===== src/rtl/mbq_pkg.sv =====
// Shared types and constants for the multichannel biquad filter.
// Holds the transfer payload structs, operation and register codes, and
// the fixed sample, coefficient and accumulator formats. No dependencies.
`default_nettype none
package mbq_pkg;

  localparam int SAMPLE_W    = 24;
  localparam int COEF_W      = 32;
  localparam int COEF_FRAC   = 28;
  localparam int PROD_W      = COEF_W + SAMPLE_W;
  localparam int ACC_W       = 64;
  localparam int CHAN_W      = 3;
  localparam int CFG_IDX_W   = 3;
  localparam int DEF_MAX_CHANNELS = 8;

  typedef enum logic {
    OP_FILTER = 1'b0,
    OP_CLEAR  = 1'b1
  } op_t;

  typedef enum logic [CFG_IDX_W-1:0] {
    REG_B0 = 3'd0,
    REG_B1 = 3'd1,
    REG_B2 = 3'd2,
    REG_A1 = 3'd3,
    REG_A2 = 3'd4
  } reg_idx_t;

  typedef struct packed {
    op_t                        operation;
    logic [CHAN_W-1:0]          channel;
    logic signed [SAMPLE_W-1:0] sample_in;
    logic                       end_of_block;
  } in_item_t;

  typedef struct packed {
    logic signed [SAMPLE_W-1:0] sample_out;
    logic [CHAN_W-1:0]          channel_out;
    logic                       block_end_out;
  } out_item_t;

  typedef struct packed {
    logic signed [SAMPLE_W-1:0] x1;
    logic signed [SAMPLE_W-1:0] x2;
    logic signed [SAMPLE_W-1:0] y1;
    logic signed [SAMPLE_W-1:0] y2;
  } hist_t;

  typedef struct packed {
    logic acc_init;
    logic mul_en;
    logic mul_sub;
    logic acc_en;
  } mac_ctrl_t;

endpackage
`default_nettype wire


===== src/rtl/mbq_hist.sv =====
// Per-channel filter history: two input and two output samples per channel.
// Uses mbq_pkg for the sample width and the history struct.
`default_nettype none
module mbq_hist import mbq_pkg::*; #(
  parameter int MAX_CHANNELS = DEF_MAX_CHANNELS,
  localparam int IDX_W = (MAX_CHANNELS > 1) ? $clog2(MAX_CHANNELS) : 1
) (
  input  wire logic                       clk,
  input  wire logic                       rst_n,
  input  wire logic                       clear,
  input  wire logic                       we,
  input  wire logic [IDX_W-1:0]           idx,
  input  wire logic signed [SAMPLE_W-1:0] x_new,
  input  wire logic signed [SAMPLE_W-1:0] y_new,
  output hist_t                           rd
);

  hist_t hist_r [MAX_CHANNELS];

  assign rd = hist_r[idx];

  always_ff @(posedge clk) begin
    if (!rst_n || clear) begin
      for (int i = 0; i < MAX_CHANNELS; i++) begin
        hist_r[i] <= '0;
      end
    end else if (we) begin
      hist_r[idx].x2 <= hist_r[idx].x1;
      hist_r[idx].x1 <= x_new;
      hist_r[idx].y2 <= hist_r[idx].y1;
      hist_r[idx].y1 <= y_new;
    end
  end

endmodule
`default_nettype wire


===== src/rtl/mbq_mac.sv =====
// Shared multiply-accumulate unit with round-half-up and saturation.
// One product per cycle is registered while mul_en is set, then added or subtracted next cycle.
// Uses mbq_pkg for formats and the control struct.
`default_nettype none
module mbq_mac import mbq_pkg::*; (
  input  wire logic                       clk,
  input  wire logic                       rst_n,
  input  wire mac_ctrl_t                  ctrl,
  input  wire logic signed [COEF_W-1:0]   coef,
  input  wire logic signed [SAMPLE_W-1:0] operand,
  output logic signed [SAMPLE_W-1:0]      y_sat
);

  localparam logic [ACC_W-1:0] ROUND_C = ACC_W'(1) << (COEF_FRAC - 1);
  localparam logic signed [ACC_W-1:0] Y_MAX = (ACC_W'(1) << (SAMPLE_W - 1)) - ACC_W'(1);
  localparam logic signed [ACC_W-1:0] Y_MIN = -Y_MAX - ACC_W'(1);

  logic signed [PROD_W-1:0] prod_r;
  logic                     sub_r;
  logic [ACC_W-1:0]         acc_r;
  logic signed [ACC_W-1:0]  shifted;
  logic [ACC_W-1:0]         prod_ext;

  assign prod_ext = ACC_W'(prod_r);
  assign shifted  = $signed(acc_r) >>> COEF_FRAC;

  always_comb begin
    if (shifted > Y_MAX) begin
      y_sat = Y_MAX[SAMPLE_W-1:0];
    end else if (shifted < Y_MIN) begin
      y_sat = Y_MIN[SAMPLE_W-1:0];
    end else begin
      y_sat = shifted[SAMPLE_W-1:0];
    end
  end

  always_ff @(posedge clk) begin
    if (ctrl.mul_en) begin
      prod_r <= PROD_W'(coef) * PROD_W'(operand);
      sub_r  <= ctrl.mul_sub;
    end
    if (!rst_n || ctrl.acc_init) begin
      acc_r <= ROUND_C;
    end else if (ctrl.acc_en) begin
      acc_r <= sub_r ? acc_r - prod_ext : acc_r + prod_ext;
    end
  end

endmodule
`default_nettype wire


===== src/rtl/multichannel_biquad_filter_core.sv =====
// Multichannel direct-form-I biquad filter, top level with the sequencer.
// Depends on mbq_pkg, mbq_hist and mbq_mac.
//
//   Port group  Direction  Handshake        Payload
//   in_         input      valid / stall    in_item_t
//   out_        output     valid / stall    out_item_t
//   cfg_        input      write enable     index and 32-bit coefficient
//
// A filter item is accepted, runs on the shared multiplier and accumulator
// (five products plus the last add), and a final step rounds, saturates and
// updates the channel history; in_ stalls until that step is done. Clear
// items and absent-channel items start no sequence. Reset is synchronous and
// zeroes the coefficients and all histories. A waiting result does not block
// the next transfer in; only the final step waits on a stalled output.
`default_nettype none
module multichannel_biquad_filter_core import mbq_pkg::*; #(
  parameter int MAX_CHANNELS = DEF_MAX_CHANNELS
) (
  input  wire logic                   clk,
  input  wire logic                   rst_n,
  input  wire logic                   in_valid,
  output logic                        in_stall,
  input  wire in_item_t               in_item,
  output logic                        out_valid,
  input  wire logic                   out_stall,
  output out_item_t                   out_item,
  input  wire logic                   cfg_we,
  input  wire logic [CFG_IDX_W-1:0]   cfg_index,
  input  wire logic [COEF_W-1:0]      cfg_wdata
);

  localparam int IDX_W = (MAX_CHANNELS > 1) ? $clog2(MAX_CHANNELS) : 1;

  typedef enum logic [1:0] {
    ST_IDLE,
    ST_MAC,
    ST_FIN
  } state_t;

  typedef enum logic [2:0] {
    STEP_B0,
    STEP_B1,
    STEP_B2,
    STEP_A1,
    STEP_A2,
    STEP_DRAIN
  } step_t;

  state_t                     state_r;
  step_t                      step_r;
  logic signed [COEF_W-1:0]   coef_b0_r, coef_b1_r, coef_b2_r, coef_a1_r, coef_a2_r;
  logic signed [SAMPLE_W-1:0] x_r;
  logic [CHAN_W-1:0]          ch_r;
  logic                       eob_r;
  logic                       out_valid_r;
  out_item_t                  out_item_r;

  logic                       in_fire;
  logic                       chan_ok;
  logic                       out_free;
  logic                       hist_we;
  logic                       hist_clear;
  hist_t                      hist_rd;
  mac_ctrl_t                  mac_ctrl;
  logic signed [COEF_W-1:0]   mul_coef;
  logic signed [SAMPLE_W-1:0] mul_op;
  logic signed [SAMPLE_W-1:0] y_sat;

  assign in_stall   = (state_r != ST_IDLE);
  assign in_fire    = in_valid && !in_stall;
  assign chan_ok    = (int'(in_item.channel) < MAX_CHANNELS);
  assign out_free   = !out_valid_r || !out_stall;
  assign hist_we    = (state_r == ST_FIN) && out_free;
  assign hist_clear = in_fire && (in_item.operation == OP_CLEAR);
  assign out_valid  = out_valid_r;
  assign out_item   = out_item_r;

  always_comb begin
    case (step_r)
      STEP_B0: begin
        mul_coef = coef_b0_r;
        mul_op   = x_r;
      end
      STEP_B1: begin
        mul_coef = coef_b1_r;
        mul_op   = hist_rd.x1;
      end
      STEP_B2: begin
        mul_coef = coef_b2_r;
        mul_op   = hist_rd.x2;
      end
      STEP_A1: begin
        mul_coef = coef_a1_r;
        mul_op   = hist_rd.y1;
      end
      STEP_A2: begin
        mul_coef = coef_a2_r;
        mul_op   = hist_rd.y2;
      end
      default: begin
        mul_coef = '0;
        mul_op   = '0;
      end
    endcase
  end

  always_comb begin
    mac_ctrl.acc_init = in_fire;
    mac_ctrl.mul_en   = (state_r == ST_MAC) && (step_r != STEP_DRAIN);
    mac_ctrl.mul_sub  = (step_r == STEP_A1) || (step_r == STEP_A2);
    mac_ctrl.acc_en   = (state_r == ST_MAC) && (step_r != STEP_B0);
  end

  mbq_hist #(
    .MAX_CHANNELS(MAX_CHANNELS)
  ) u_hist (
    .clk   (clk),
    .rst_n (rst_n),
    .clear (hist_clear),
    .we    (hist_we),
    .idx   (IDX_W'(ch_r)),
    .x_new (x_r),
    .y_new (y_sat),
    .rd    (hist_rd)
  );

  mbq_mac u_mac (
    .clk     (clk),
    .rst_n   (rst_n),
    .ctrl    (mac_ctrl),
    .coef    (mul_coef),
    .operand (mul_op),
    .y_sat   (y_sat)
  );

  always_ff @(posedge clk) begin
    if (!rst_n) begin
      coef_b0_r <= '0;
      coef_b1_r <= '0;
      coef_b2_r <= '0;
      coef_a1_r <= '0;
      coef_a2_r <= '0;
    end else if (cfg_we) begin
      case (cfg_index)
        REG_B0:  coef_b0_r <= cfg_wdata;
        REG_B1:  coef_b1_r <= cfg_wdata;
        REG_B2:  coef_b2_r <= cfg_wdata;
        REG_A1:  coef_a1_r <= cfg_wdata;
        REG_A2:  coef_a2_r <= cfg_wdata;
        default: ;
      endcase
    end
  end

  always_ff @(posedge clk) begin
    if (!rst_n) begin
      state_r     <= ST_IDLE;
      step_r      <= STEP_B0;
      out_valid_r <= 1'b0;
    end else begin
      if (out_valid_r && !out_stall && !hist_we) begin
        out_valid_r <= 1'b0;
      end
      case (state_r)
        ST_IDLE: begin
          step_r <= STEP_B0;
          if (in_fire && (in_item.operation == OP_FILTER) && chan_ok) begin
            state_r <= ST_MAC;
            x_r     <= in_item.sample_in;
            ch_r    <= in_item.channel;
            eob_r   <= in_item.end_of_block;
          end
        end
        ST_MAC: begin
          if (step_r == STEP_DRAIN) begin
            state_r <= ST_FIN;
          end else begin
            step_r <= step_t'(step_r + 3'd1);
          end
        end
        ST_FIN: begin
          if (out_free) begin
            state_r                  <= ST_IDLE;
            out_valid_r              <= 1'b1;
            out_item_r.sample_out    <= y_sat;
            out_item_r.channel_out   <= ch_r;
            out_item_r.block_end_out <= eob_r;
          end
        end
        default: state_r <= ST_IDLE;
      endcase
    end
  end

`ifndef SYNTHESIS
  a_out_from_fin: assert property (@(posedge clk) disable iff (!rst_n)
    $rose(out_valid_r) |-> $past(state_r == ST_FIN))
    else $error("result appeared without a finishing step");

  a_hist_write_safe: assert property (@(posedge clk) disable iff (!rst_n)
    hist_we |=> out_valid_r)
    else $error("history updated without a result being loaded");

  a_acc_ctrl_excl: assert property (@(posedge clk) disable iff (!rst_n)
    !(mac_ctrl.acc_init && (mac_ctrl.acc_en || mac_ctrl.mul_en)))
    else $error("accumulator started while the unit was busy");

  a_filter_starts: assert property (@(posedge clk) disable iff (!rst_n)
    (in_fire && (in_item.operation == OP_FILTER) && chan_ok)
      |=> (state_r == ST_MAC) && (step_r == STEP_B0))
    else $error("accepted filter item did not start the sequence");
`endif

endmodule
`default_nettype wire


===== config.mk =====
export PLATFORM = sky130hd
export DESIGN_NAME = multichannel_biquad_filter_core
export DESIGN_NICKNAME = d
export VERILOG_FILES = /design/src/rtl/mbq_pkg.sv /design/src/rtl/mbq_hist.sv /design/src/rtl/mbq_mac.sv /design/src/rtl/multichannel_biquad_filter_core.sv
export SDC_FILE = /design/constraint.sdc
export NUM_CORES = 2
export LEC_CHECK = 0
export BUFFER_PORTS_ARGS = -buffer_cell sky130_fd_sc_hd__buf_2
export CORE_ASPECT_RATIO = 1.2
export CORE_MARGIN = 10
export CORE_UTILIZATION = 50
export CTS_CLUSTER_DIAMETER = 80
export DETAILED_ROUTE_END_ITERATION = 10
export GPL_TIMING_DRIVEN = 0
export HOLD_SLACK_MARGIN = 0.02
export PLACE_DENSITY = 0.78
export SETUP_SLACK_MARGIN = 0.4
export SLEW_MARGIN = 10
export SYNTH_ARGS = -nofsm -noshare
export SYNTH_HDL_FRONTEND = slang
export SYNTH_HIERARCHICAL = 1
export SYNTH_SLANG_ARGS = --single-unit

===== constraint.sdc =====
create_clock -name clk -period 8.3 [get_ports clk]
set_clock_uncertainty 0.2 [all_clocks]
set_input_delay 0.83 -clock clk [delete_from_list [all_inputs] [get_ports clk]]
set_output_delay 0.83 -clock clk [all_outputs]
set_load 0.05 [all_outputs]

Word level (Yosys, flattened, before mapping)
Memory sizes are Yosys's and may differ from the RTL's. A register that Yosys moved wholly into a read port is not among the register bits.
Cells that the tools add are included.
{"block": "totals", "out_inout_bits": 30, "ram_bits": 768, "mem_count": 1, "regBits": 343, "inputBits": 69}
{"block": "op_classes", "bitwise_logic": 1, "reduce_logical": 33, "mul": 1, "n_mux": 23, "eq_ne": 16, "addsub": 3, "n_lt_le_gt_ge": 2}
{"name": "u_hist.hist_r", "words": 8, "width": 96, "read_ports": 1, "rd_ports_with_merged_regs": 1, "wr": 8, "line_no": "mbq_hist.sv:18", "text": "hist_t hist_r [MAX_CHANNELS];"}
{"cell": "case mux 32 bit (5 select lines)", "n": 1}
{"cell": "case mux 24 bit (5 select lines)", "n": 1}
{"cell": "two-way mux 96 bit", "n": 1}
{"cell": "OR reduction 96 bit", "n": 1}
{"cell": "adder 64 bit", "n": 1}
{"cell": "two-way mux 64 bit", "n": 1}
{"cell": "subtractor 64 bit", "n": 1}
{"cell": "multiplier 32 x 24 -> 56 bit", "n": 1}
{"cell": "two-way mux 24 bit", "n": 2}
{"cell": "greater-than comparator 36 x 24 -> 1 bit (second input constant)", "n": 1}
{"cell": "< comparator 36 x 24 -> 1 bit (second input constant)", "n": 1}
{"cell": "== test 3 x 2 -> 1 bit (second input constant)", "n": 4}
{"cell": "AND reduction 2 bit", "n": 6}
{"cell": "== test 3 bit (second input constant)", "n": 3}
{"cell": "two-way mux 1 bit", "n": 9}
{"cell": "two-way mux 3 bit", "n": 3}
{"cell": "AND reduction 3 bit", "n": 3}
{"cell": "logical AND 1 bit", "n": 8}
{"cell": "== test 3 x 1 -> 1 bit (second input constant)", "n": 2}
{"cell": "zero test 3 bit", "n": 2}
{"cell": "two-way mux 2 bit", "n": 3}
{"cell": "inequality test 2 bit (second input constant)", "n": 3}
{"cell": "case mux 2 bit (3 select lines)", "n": 1}
{"cell": "case mux 3 bit (2 select lines)", "n": 1}
{"cell": "11 further kinds", "n": 19}

Depth between registers and ports, before layout
{"block": "logic_depth", "ltp_word": 9, "ltp_mapped": 37, "depth_no_buf": 32}

Hierarchy
Netlist, hierarchy kept.
{"module": "mbq_mac", "n_inst": 1, "seq_area_each_um2": 2992.9, "cells_per_inst": 4007, "area_each_um2": 35975.8}
{"module": "mbq_hist", "n_inst": 1, "seq_area_each_um2": 23062.1, "cells_per_inst": 2392, "area_each_um2": 34021.4}
{"module": "multichannel_biquad_filter_core", "n_inst": 1, "seq_area_each_um2": 5004.8, "cells_per_inst": 1012, "area_each_um2": 9457.8}

Least setup slack after synthesis
OpenSTA, ideal clock, no wires.
{"block": "synth_timing", "path_type": "register to register", "startpoint": "reg, netlist name ch_r[0]", "endpoint": "reg u_mac.prod_r[55] (data pin)", "slack_ps": -526, "t_required_ps": 7840, "stages_incl_launch_ff": 34, "arrival_time_ps": 8366, "path_cell_list": "edfxtp_1 > buf_4 > buf_4 > buf_2 > mux2i_1 > o22ai_1 > nor2_2 > inv_1 > a222oi_1 > o21ai_0 > clkbuf_1 > and2_1 > fa_1 > inv_1 > fa_1 > fa_1 > fa_1 > fa_1 > inv_1 > fa_1 > inv_1 > fa_1 > inv_1 > ha_1 > a21oi_1 > o21ai_1 > a2111oi_0 > a21oi_1 > o31ai_2 > o211ai_1 > a311o_1 > a31o_1 > a21oi_1 > xnor2_1"}
{"element": "end signal, assigned", "line_no": "mbq_mac.sv:39", "text": "prod_r <= PROD_W'(coef) * PROD_W'(operand);"}
{"element": "end, declared", "line_no": "mbq_mac.sv:18", "text": "logic signed [PROD_W-1:0] prod_r;"}

==> out/metrics.yaml <==
run_status:
  outcome: "finished with violations"
  violations: "negative setup slack"
layout:
  utilization: 0.576
  fin_nets: 8902
  fin_cells: 10000
  stdcell_area_sq_mm: 0.0912
  area_growth_pct: 14.7
  drive_gt1_frac: 0.149
worst_setup_path:
  crit_required_ns: 8.62
  path_class: "reg -> reg"
  critical_path.max_fanout: 10
  crit_slowest_cell: "fa_1"
  critPathMaxStageDelay_ns: 0.61
  worstPathArrival_ns: 10.35
  path_common_cell: "fa_1"
  cp-start-kind: "register"
  end_kind: "register"
floorplanning:
  die_h_um: 457
  core_sq_mm: 0.158
  start_util: 0.502
  core.rowCount: 160
  dieArea_sq_mm: 0.175
  die_w_um: 384
  num_io_pins: 99
clocking:
  worstSkewPairLatency_ns: 0.79
  cts_tree: "done"
  htreeDepth: 3
  clk_path_buf_depth: 3
  cts-root-buf: "clkbuf_16"
  clkTransAtPathRegs_ns: 0.06
  cts.sinks: 1111
  cts_buffers: 108
logic_synthesis:
  async_flop_share: 0
  syn_nets: 8483
  ys_warn_count: 6
  syn_inst: 7411
  syn_area_per_cell_sq_um: 10.7
  seq_area_frac_synth: 0.391
  synth-edff-count: 881
  ys.flop_type: "edfxtp_1"
  ys_types: 97
  synth-seq-cells: 1111
  syn_area_sq_mm: 0.0795
sta:
  tightest_slew_ns: 1.25
  setup_viol: 42
  slew_violations: 0
  rsz0062_at_grt: "true"
  hold_viol_final: 0
  period_needed_ns: 10.03
  finalCritPeriodShare: 1.21
  maxSlewHeadroom: 0.169
  max_freq_mhz: 99.7
  worst_slack_ns: -1.73
placed_design:
  gp_congestion: 1.04
  dp_slack_ns: -3.50
  dp_cells: 9642
  place_hpwl_um: 210000
  port_buffers: 98
  placedInstanceArea_sq_mm: 0.0836
route:
  dr.pass1.iters: 10
  antenna_left: 0
  viasPerCell: 6.26
  post_drt_wl_per_cell_um: 28.8
  wirelength_um: 289000
  drc_errors: 0
  first_iter_violations: 8004
  via_count: 62800
grt:
  gr-total-overflow: 0
  grt_pass1_vias: 64200
  track_usage: 0.324
  grt_start_max_net_pins: 51
  antenna_found_initial: 23
  grt_first_pass_wirelength_um: 419000
power_and_ir_drop:
  ir_worst_vdd_uv: 183
  p_leak_nw: 39.7
  p_per_area_mw_per_mm2: 167
min_path:
  hold_path_class: "in -> reg"
run:
  maxCapViolCount: 0
==> synthesized netlist by cell type (13+ instances only) <==
library cell,number,area [sq um]
inv_1,830,3120
xor2_1,39,342
a211o_1,38,333
buf_6,13,146
a21boi_1,66,495
clkbuf_1,339,1270
nor2_1,495,1860
mux2_2,47,529
edfxtp_1,881,26500
o21a_1,37,278
o21ai_0,164,821
buf_1,19,71.3
buf_4,27,203
fa_1,784,15700
nor2b_1,52,325
o22ai_1,84,526
nand2_1,769,2890
nand3_1,103,515
and3_1,459,2870
a22o_1,38,333
nand4_1,25,156
nand2b_1,26,163
o21bai_1,22,165
a211oi_1,20,150
a21boi_0,40,300
nor2_2,31,194
a221oi_1,28,245
xnor2_1,124,1090
mux2i_1,214,2140
a21oi_1,220,1100
a31oi_1,23,144
nor3_1,37,185
mux4_2,56,1260
buf_2,111,556
a21o_1,48,360
dfxtp_1,230,4600
ha_1,219,2740
and2_1,379,2370
a222oi_1,26,260
a22oi_1,80,601
==> power breakdown <==
| group | internal (mW) | switching [mW] |
|---|---|---|
| Clock | 2.82 | 2.25 |
| Combinational | 1.36 | 2.27 |
| Sequential | 6.32 | 0.157 |
==> stage by stage <==
step | TNS, ns | power, mW | hold slack [ns]
final | -48.69 | 15.2 | 0.0499
after global routing | -53.76 | 15.7 | 0.0572
after global placement | -118.52 | 9.60 | 0.219
after floorplan | -0.0885 | 8.51 | 0.200
after detailed placement | -107.46 | 9.66 | 0.231
after CTS | -33.81 | 14.9 | 0.0379
==> area by class of cell <==
type	instances	area [sq um]
well taps	2106	2640
multi-input cells	4959	44700
repair buffers	309	2730
inverters	831	3160
fillers	12900	67000
diodes	11	27.5
flip-flops and latches	1111	31100
clock inverters	65	777
plain buffers	510	3250
clock buffers	136	2820
==> placed cells by master, fill, tap and decap left out, drive strengths merged, types with 48 or more instances in the layout <==
cell    instances
ha            219
a21o           48
fa            784
clkbuf        456
dfxtp         230
o21ai         174
inv           824
mux4           65
o22ai          84
and2          381
nand2         769
a21oi         221
nor2b          52
xnor2         124
nand3         103
buf           473
nor2          526
a21boi        106
edfxtp        881
and3          459
a22oi          80
mux2i         215
==> path summary, 6_finish.rpt <==
check,start,end,slack [ns],depth (start not counted)
min reg2reg,eob_r,out_item[0],0.25,0
max,ch_r[0],u_mac/prod_r[51],-1.73,33
max reg2reg,ch_r[0],u_mac/prod_r[51],-1.73,33
min,in_item[6],x_r[5],0.05,1
==> per-layer routing <==
metal / vias up / share of wire / global-route usage
met5: - / 0.00028 / 0.00801
met2: 4624 / 0.45 / 0.503
li1: 25900 / - / -
met1: 30900 / 0.32 / 0.367
met3: 1406 / 0.12 / 0.0942
met4: 14 / 0.10 / 0.266
==> registers in the layout, summed over array words and instances, names as in the netlist <==
signal / cells
u_hist/hist_r: 768
u_mac/acc_r: 64
u_mac/prod_r: 56
coef_a1_r: 32
coef_a2_r: 32
coef_b0_r: 32
coef_b1_r: 32
coef_b2_r: 32
out_item: 28
x_r: 24
ch_r: 3
step_r: 3
state_r: 2
eob_r: 1
out_valid: 1
u_mac/sub_r: 1
==> logic make-up (layout without fill, tap and decap cells) <==
kind of cell | Yosys count | after routing | synth area share
DFF | 1111 | 1111 | 0.391
muxes | 327 | 327 | 0.0528
xor gates and xnor gates | 163 | 163 | 0.0180
AOI/OAI and AO/OA | 1031 | 1031 | 0.0874
and+or+nand+nor | 2435 | 2435 | 0.151
other | 0 | 11 | 0
buffers and inverters | 1341 | 1851 | 0.0677
adders and majority gates | 1003 | 1003 | 0.232
==> timing repair <==
action,in CTS,in global routing
endpoints found under the setup margin,48,45
hold endpoints to repair,25,0
resized for setup,470,245
hold buffers,25,0
setup buffers,94,59
cloned,5,1
pin swaps,93,100
==> critical path: cells and delay by family, from the launching register on <==
family                     cells  cell delay (ns)
buffers and inverters         10             1.86
DFF                            1             0.44
adders and majority gates      8             4.02
xor gates and xnor gates       1             0.08
and+or+nand+nor                3             0.44
AOI/OAI and AO/OA             11             2.69
Power figures use the tool's default switching activity.
